**src/rtl/core/nea_pkg.sv**
```systemverilog
// Shared types and constants of the normal equation accumulator.
// Depends on nothing; imported by every module of the block except nea_ram.
`timescale 1ns / 1ps
`default_nettype none

package nea_pkg;

   localparam int MAX_TERMS_DEFAULT   = 8;
   localparam int SAMPLE_BITS_DEFAULT = 16;
   localparam int ACC_BITS_DEFAULT    = 48;

   // Fixed field layout of an input item
   localparam int REG_COUNT     = 8;
   localparam int CMD_BITS      = 2;
   localparam int READ_ROW_BITS = 3;
   localparam int READ_COL_BITS = 4;
   localparam int TERMS_BITS    = 4;

   localparam logic [READ_COL_BITS-1:0] MOMENT_COL  = 4'd8;
   localparam logic [TERMS_BITS-1:0]    TERMS_RESET = 4'd8;

   typedef enum logic [CMD_BITS-1:0] {
      CMD_ADD  = 2'd0,
      CMD_SUB  = 2'd1,
      CMD_READ = 2'd2
   } command_type;

   typedef enum logic [2:0] {
      ST_IDLE,
      ST_DECODE,
      ST_SWEEP,
      ST_DRAIN,
      ST_RD_ISSUE,
      ST_RD_WAIT,
      ST_FINISH
   } state_type;

   typedef struct packed {
      logic                     capture;
      logic                     issue;
      logic                     update;
      logic                     take_read;
      logic                     load_out;
      logic [READ_ROW_BITS-1:0] row;
      logic [READ_COL_BITS-1:0] col;
   } ctrl_cmd_type;

   typedef struct packed {
      logic [CMD_BITS-1:0] kind;
      logic                out_free;
   } ctrl_status_type;

endpackage

`default_nettype wire

```
**src/rtl/core/nea_ctrl.sv**
```systemverilog
// Controller of the normal equation accumulator: sequences the entry sweep and reads.
// Depends on nea_pkg.
`timescale 1ns / 1ps
`default_nettype none

module nea_ctrl
   import nea_pkg::*;
#(
   parameter int MAX_TERMS = MAX_TERMS_DEFAULT
) (
   input  wire logic            clock,
   input  wire logic            reset,
   input  wire logic            req_tvalid,
   output logic                 req_tready,
   input  wire ctrl_status_type status,
   output ctrl_cmd_type         cmd
);

   localparam logic [READ_ROW_BITS-1:0] ROW_LAST = READ_ROW_BITS'(MAX_TERMS - 1);
   localparam logic [READ_COL_BITS-1:0] COL_LAST = READ_COL_BITS'(MAX_TERMS - 1);

   state_type                state_ff, state_in;
   logic [READ_ROW_BITS-1:0] row_ff, row_in;
   logic [READ_COL_BITS-1:0] col_ff, col_in;

   always_ff @(posedge clock) begin
      if (reset) begin
         state_ff <= ST_IDLE;
         row_ff   <= '0;
         col_ff   <= '0;
      end else begin
         state_ff <= state_in;
         row_ff   <= row_in;
         col_ff   <= col_in;
      end
   end

   always_comb begin
      state_in   = state_ff;
      row_in     = row_ff;
      col_in     = col_ff;
      req_tready = 1'b0;
      cmd        = '0;
      cmd.row    = row_ff;
      cmd.col    = col_ff;
      unique case (state_ff)
         ST_IDLE: begin
            req_tready = 1'b1;
            row_in     = '0;
            col_in     = '0;
            if (req_tvalid) begin
               cmd.capture = 1'b1;
               state_in    = ST_DECODE;
            end
         end
         ST_DECODE: begin
            unique case (status.kind) inside
               CMD_ADD, CMD_SUB: state_in = ST_SWEEP;
               CMD_READ:         state_in = ST_RD_ISSUE;
               default:          state_in = ST_FINISH;
            endcase
         end
         ST_SWEEP: begin
            cmd.issue  = 1'b1;
            cmd.update = 1'b1;
            // column order: Gram columns, then the moment entry of the row
            if (col_ff == MOMENT_COL) begin
               col_in = '0;
               if (row_ff == ROW_LAST) begin
                  state_in = ST_DRAIN;
               end else begin
                  row_in = row_ff + 1'b1;
               end
            end else if (col_ff == COL_LAST) begin
               col_in = MOMENT_COL;
            end else begin
               col_in = col_ff + 1'b1;
            end
         end
         ST_DRAIN: begin
            state_in = ST_FINISH;
         end
         ST_RD_ISSUE: begin
            cmd.issue = 1'b1;
            state_in  = ST_RD_WAIT;
         end
         ST_RD_WAIT: begin
            cmd.take_read = 1'b1;
            state_in      = ST_FINISH;
         end
         ST_FINISH: begin
            if (status.out_free) begin
               cmd.load_out = 1'b1;
               state_in     = ST_IDLE;
            end
         end
         default: begin
            state_in = ST_IDLE;
         end
      endcase
   end

endmodule

`default_nettype wire

```
**config.mk**
```make
export PLATFORM = sky130hd
export DESIGN_NAME = nea_ctrl
export DESIGN_NICKNAME = d
export VERILOG_FILES = /design/src/rtl/core/nea_pkg.sv /design/src/rtl/core/nea_ctrl.sv
export SDC_FILE = /design/constraint.sdc
export NUM_CORES = 1
export LEC_CHECK = 0
export ABC_AREA = 1
export BUFFER_PORTS_ARGS = -buffer_cell sky130_fd_sc_hd__buf_2
export CAP_MARGIN = 15
export CORE_AREA = 2 2 39 41
export DETAILED_ROUTE_END_ITERATION = 8
export DIE_AREA = 0 0 41 43
export HOLD_SLACK_MARGIN = 0.08
export PLACE_DENSITY_LB_ADDON = 0.05
export SETUP_SLACK_MARGIN = 0.2
export SYNTH_ARGS = -nofsm -noshare
export SYNTH_HDL_FRONTEND = slang
export SYNTH_SLANG_ARGS = --single-unit
export TNS_END_PERCENT = 50
```
**constraint.sdc**
```tcl
create_clock -name clock -period 2.1 [get_ports clock]
set_clock_uncertainty 0.1 [all_clocks]
set_input_delay 0.21 -clock clock [delete_from_list [all_inputs] [get_ports clock]]
set_output_delay 0.21 -clock clock [all_outputs]
set_load 0.02 [all_outputs]
```
==> results.md, run 1 <==
- Post-layout minimum cycle time: about 1.7 ns
- Ys Warns: 0
- Num CTS Buffers: 3
- Global routing usage on met2: 0.263
- Synth Instances: 94
- Post-synth top area share: 0.316
- Max Clk Rate: 604 MHz
- Post-synthesis simple-gate area fraction: 0.377
- Slew HR: 0.785
- Unrepaired setup endpoints after global routing: false
- Max cap viols: 0
- Actual slew at the worst max-slew pin: 0.322 ns
- WL/cell: approximately 10 um
- Clk sinks: 10
- Die W: about 41 um
- Critical path's top delay family: flip-flops
- # diodes: 0
- Starting DRT DRC Count: 10
- Syn_area_per_cell: 6.75 um^2
- Vias in the first global route: about 530
- Fraction of the mapped netlist area in adder cells: 0.0789
- Crit path required time: 1.79 ns
- Fin crit share: 0.788
- DR vias/cell: around 4.9
- Grt ovf: 0
- Synthesized area: ~630 um^2
- Hold Buf Count CTS: 0
- Final RePlAce weighted congestion: 0.765
- DRT Pass-1 Iters: 4
- Layout filler cell count: ~160
- CTS tree: built
- Post-synth ARST share: 0
- #FFs+latches synth: 10
- Critical path buffers and inverters: 2
- Post-CTS Setup Repair Bufs: 0
- Via count: 630
- Mux cell area share after synthesis: 0
- Largest family of logic cells by synthesized area: simple AND/OR/NAND/NOR gates
- Setup TNS: 0 ns
- Commonest cells post-synth: nand2_1, inv_1, dfxtp_1, nor2_1
- Die area: 1760 um^2
- Hpwl dp: 1020 um
- Share of cells above drive strength 1: 0.274
- Reg clk slew, reported paths: ~0.06 ns
- Critical path peak fanout: 8
- Netlist cell types: 22
- Initial Util: 0.458
- Ys flop type: dfxtp_1
- CP peak stage delay: just over 0.5 ns
- Die Ht: 43 um
- DRC errors left: 0
- Startpoint Class: register
- Initial antenna violation count: 0
- Mapped Nets: 104
- # rows: 14
- Min Hold Slack: roughly 0.13 ns
- First-pass GRT wire length: about 2200 um
- Busiest grt layer: met2
- Critical path's slowest cell: dfxtp_1
- Hold Fails Final Rpt: 0
- Max clock buf depth: 2
- Critical Path AT: ~1.4 ns
- Post-synthesis sequential area ratio: 0.316
- Pwr dens: 1110 nW/um^2
- Met3 usage in global routing: 0.0471
- # H-tree levels: 1
- Run status: completed
- Compound-Gate Fraction of Synth Area: 0.116
- Dpl cell area: 733 um^2
- Clock root cell: clkbuf_4
- XOR/XNOR Fraction of Synth Area: 0
- Pin count of the biggest net entering global routing: 9
- Multi-input gate area: ~360 um^2
- Largest cells by area after synthesis: dfxtp_1, nand2_1, ha_1
- Final design area excluding fillers: ~760 um^2
- Final setup violation count: 0
- Crit-path cells: inv_2, nand2_1, nand2_1, nor2_1, buf_2
- CORE AREA: between 1000 and 1500 um^2
- Met1 GRT Util: 0.249
- HP Class: in -> reg
- Routed WL: around 1300 um
- Setup CP Type: reg -> out
- Pins Over Slew Limit: 0
- Post-CTS sizing: 0
- NumNets Final: around 130
- GR Util All Layers: 0.180
- LEAKAGE: ~0.38 nW
- Clock Latency Late Sink: ~0.26 ns
- # IOs: 19
- IO Port Bufs: 18
- P&R area growth vs syn: 19.1%
- EDFF count, synth: 0
- Most common cell on crit path: nand2_1
- Most frequent cell after synthesis: nand2_1
- Post-DRT Antenna Nets: 0
- CP endpoint kind: primary output
- Sequential Area: between 200 and 250 um^2
- Dominant cell type by area after synthesis: dfxtp_1
- Worst VDD drop: 484 uV
- Final Util: 0.546
report_power, final:
group / leakage (nW) / switching (mW) / internal, mW / total (mW)
Combinational: 0.282 / 0.294 / 0.139 / 0.433
Clock: 0.0138 / 0.0614 / 0.0661 / 0.127
Sequential: 0.0812 / 0.0546 / 0.220 / 0.275
worst register-to-register path, cell delays in order (launching register included):
cell and delay [ns]:
dfxtp_1 0.33, ha_1 0.21, ha_1 0.20, a21oi_2 0.22
nand2_2 0.09, nand2_1 0.06, a21oi_1 0.05
flip-flops by register name (all words and copies together), names as in the netlist:
signal,count
col_ff,4
row_ff,3
state_ff,3
metrics by stage:
step	setup slack [ns]	cells	power (mW)
final	0.444	129	0.836
after CTS	0.449	129	0.844
after global placement	0.722	126	0.714
after global routing	0.327	129	0.916
after floorplan	0.698	94	0.610
after detailed placement	0.705	126	0.716
worst paths after layout:
path	startpoint	slack (ns)	to	depth (start not counted)
worst max-delay path	state_ff[1]$_SDFFE_PP0P_	0.44	cmd[10]	5
worst min-delay path	reset	0.13	col_ff[0]$_SDFFE_PP0P_	2
worst max register to register	row_ff[0]$_SDFFE_PP0P_	0.72	row_ff[0]$_SDFFE_PP0P_	6
worst min register to register	row_ff[2]$_SDFFE_PP0P_	0.38	row_ff[2]$_SDFFE_PP0P_	2
metal layers:
layer / routed length (um) / vias to the layer above / share of wire
li1: - / 343 / -
met1: 651 / 270 / 0.49
met2: 572 / 13 / 0.43
met3: 72 / 4 / 0.055
met4: 23 / 0 / 0.017
met5: 0 / - / 0
cells in the final DEF, fill, tap and decap left out, drive strengths merged:
cell    netlist  final
buf           1     18
a211oi        1      1
nand3b        2      2
ha            4      4
clkbuf        1      3
inv          16     16
nand3         8      8
dfxtp        10     10
o211ai        1      1
nor2         12     12
nor3          4      4
nand2        21     21
nand4         2      2
a21oi         9      9
o21ai         2      2
cell families (layout without fill, tap and decap cells):
kind of cell               count (synthesis)  in the layout
AOI/OAI and AO/OA                         13             13
DFF                                       10             10
adders and majority gates                  4              4
and+or+nand+nor                           49             49
buffers and inverters                     18             37
layout make-up:
class / count / area share
clock buffer: 3 / 0.0298
inverter: 16 / 0.0795
multi-input combinational: 66 / 0.480
sequential: 10 / 0.265
tap: 16 / 0.0265
timing repair buffer: 18 / 0.119
(Power assumes the default switching activity.)
==> run 2: changes to the inputs <==
--- a/config.mk
+++ b/config.mk
@@ -8,9 +8,9 @@
 export ABC_AREA = 1
 export BUFFER_PORTS_ARGS = -buffer_cell sky130_fd_sc_hd__buf_2
 export CAP_MARGIN = 15
-export CORE_AREA = 2 2 39 41
+export CORE_AREA = 2 2 40 42
 export DETAILED_ROUTE_END_ITERATION = 8
-export DIE_AREA = 0 0 41 43
+export DIE_AREA = 0 0 42 44
 export HOLD_SLACK_MARGIN = 0.08
 export PLACE_DENSITY_LB_ADDON = 0.05
 export SETUP_SLACK_MARGIN = 0.2
==> constraint.sdc (replaced) <==
create_clock -name clock -period 1.7 [get_ports clock]
set_clock_uncertainty 0.1 [all_clocks]
set_input_delay 0.17 -clock clock [delete_from_list [all_inputs] [get_ports clock]]
set_output_delay 0.17 -clock clock [all_outputs]
set_load 0.02 [all_outputs]
==> results.md, run 2 (synthesis gave the netlist of run 1 again) <==
- Setup CP Type: reg -> out
- Startpoint Class: register
- Total power draw: 1.06 mW (+27%)
- CTS tree: built
- Die W: 42 um (+2.4%)
- Final RePlAce weighted congestion: 0.801 (+4.6%)
- Pins Over Slew Limit: 0 (unchanged)
- Most frequent cells in the layout: nand2_1, buf_2, inv_1, nor2_1
- Actual slew at the worst max-slew pin: 0.226 ns (-0.0963 ns)
- # H-tree levels: 1 (unchanged)
- Sequential Area: 208 um^2 (+3.7%)
- # diodes: 0 (unchanged)
- Initial antenna violation count: 0 (unchanged)
- Clock root cell: clkbuf_4
- CORE AREA: 1420 um^2 (+2.5%)
- Vias in the first global route: 587 (+12%)
- Fin crit share: 0.829
- Max clock buf depth: 2 (unchanged)
- Post-layout minimum cycle time: approximately 1.4 ns
- Setup TNS: 0 ns (unchanged)
- Crit. Startpoint: state_ff[1]$_SDFFE_PP0P_
- Reg clk slew, reported paths: 0.06 ns (about the same)
- # rows: 14 (unchanged)
- CP endpoint: cmd[10]
- Grt ovf: 0 (unchanged)
- GR Util All Layers: 0.171 (-0.00905)
- HP Class: in -> reg
- # IOs: 19 (unchanged)
- Share of cells above drive strength 1: 0.313 (+0.0387)
- Final setup violation count: 0 (unchanged)
- P&R area growth vs syn: 23.5%
- Regs by FF count: col_ff (4), row_ff (3), state_ff (3)
- Routed WL: 1380 um (+4.2%)
- DRT Pass-1 Iters: 3 (-1)
- Pwr dens: 1350 nW/um^2 (+22%)
- Initial Util: 0.447 (-0.0113)
- Die Ht: 44 um (+2.3%)
- Leading cell type in the layout, fill and taps excluded: nand2_1
- Slew HR: 0.849 (+0.0644)
- WL/cell: 10.5 um (+2.7%)
- First-pass GRT wire length: 2360 um (+8.9%)
- Via count: 659 (+4.6%)
- Die area: 1850 um^2 (+4.8%)
- CP endpoint kind: primary output
- R2R cell count: 6 (unchanged)
- LEAKAGE: 0.389 nW (+3.3%)
- Layout filler cell count: 161 (+3.2%)
- R2R Setup Slk: 0.33 ns (-0.39 ns)
- IO Port Bufs: 18 (unchanged)
- Crit path required time: 1.43 ns (-0.36 ns)
- Clk sinks: 10 (unchanged)
- Max Clk Rate: slightly above 700 MHz
- Critical Path AT: 1.14 ns (-0.21 ns)
- Worst r2r src: row_ff[0]$_SDFFE_PP0P_
- Unrepaired setup endpoints after global routing: true
- Critical path peak fanout: 8 (unchanged)
- Starting DRT DRC Count: 5 (-5)
- Worst VDD drop: 585 uV (+21%)
- Clock Latency Late Sink: 0.26 ns (about the same)
- Final design area excluding fillers: 783 um^2 (+3.6%)
- DR vias/cell: 5.03 (+3.0%)
- Reg-to-reg endpoint: row_ff[1]$_SDFFE_PP0P_
- Dpl cell area: 733 um^2 (unchanged)
- Hold Fails Final Rpt: 0 (unchanged)
- Max reg flops: 4 (unchanged)
- Largest Register: col_ff
- Num CTS Buffers: 3 (unchanged)
- Max cap viols: 0 (unchanged)
- Pin count of the biggest net entering global routing: 9 (unchanged)
- Hpwl dp: 1070 um (+4.9%)
- Multi-input gate area: 363 um^2 (unchanged)
- Run status: completed
- NumNets Final: 127 (+1.6%)
- Post-DRT Antenna Nets: 0 (unchanged)
- DRC errors left: 0 (unchanged)
[run 2: through the flow]
step,util,hold WS (ns),worst slack [ns],instances
2_1_floorplan,-,0.294,0.298,94
3_3_place_gp,0.517,0.356,0.365,126
3_5_place_dp,0.517,0.361,0.325,126
4_1_cts,0.541,0.179,0.211,130
5_1_grt,0.552,0.244,0.198,131
6_report,0.552,0.175,0.291,131
[run 2: worst min path at each step]
stage	start	endpoint	slack (ns)	cells after the start
after floorplan	status[2]	state_ff[1]$_SDFFE_PP0P_	0.29	3
after global placement	reset	row_ff[2]$_SDFFE_PP0P_	0.36	2
after detailed placement	reset	col_ff[1]$_SDFFE_PP0P_	0.36	2
after CTS	status[1]	state_ff[1]$_SDFFE_PP0P_	0.18	4
after global routing	status[1]	state_ff[1]$_SDFFE_PP0P_	0.24	4
final	status[1]	state_ff[1]$_SDFFE_PP0P_	0.18	4
[run 2: critical path, cell delays in order, from the launching register on]
cell     delay (ns)
dfxtp_4        0.40
inv_2          0.08
nand2_1        0.06
nand2_1        0.06
nor2_1         0.13
buf_4          0.16
[run 2: area by class of cell]
type / instances / share of cell area
inverters: 16 / 0.0767
well taps: 16 / 0.0256
multi-input cells: 66 / 0.463
clock buffers: 3 / 0.0288
repair buffers: 20 / 0.141
flip-flops and latches: 10 / 0.265
[run 2: what timing repair did]
item	CTS	global route
endpoints found under the hold margin	1	0
buffers inserted	0	1
setup endpoints to repair	3	8
gates resized for setup	1	5
pin swaps	0	1
hold buffers	1	0
[run 2: power by group]
| group | switching (mW) | internal, mW |
|---|---|---|
| clock | 0.0726 | 0.0814 |
| combinational | 0.366 | 0.189 |
| sequential | 0.0685 | 0.283 |
| total | 0.507 | 0.554 |
[run 2: layer usage]
layer  routed length [um]  vias to the layer above  global-route usage
li1                     -                      350                   -
met1                  615                      293               0.199
met2                  686                       14               0.291
met3                   61                        2              0.0250
met4                   11                        0               0.116
met5                    0                        -                   0
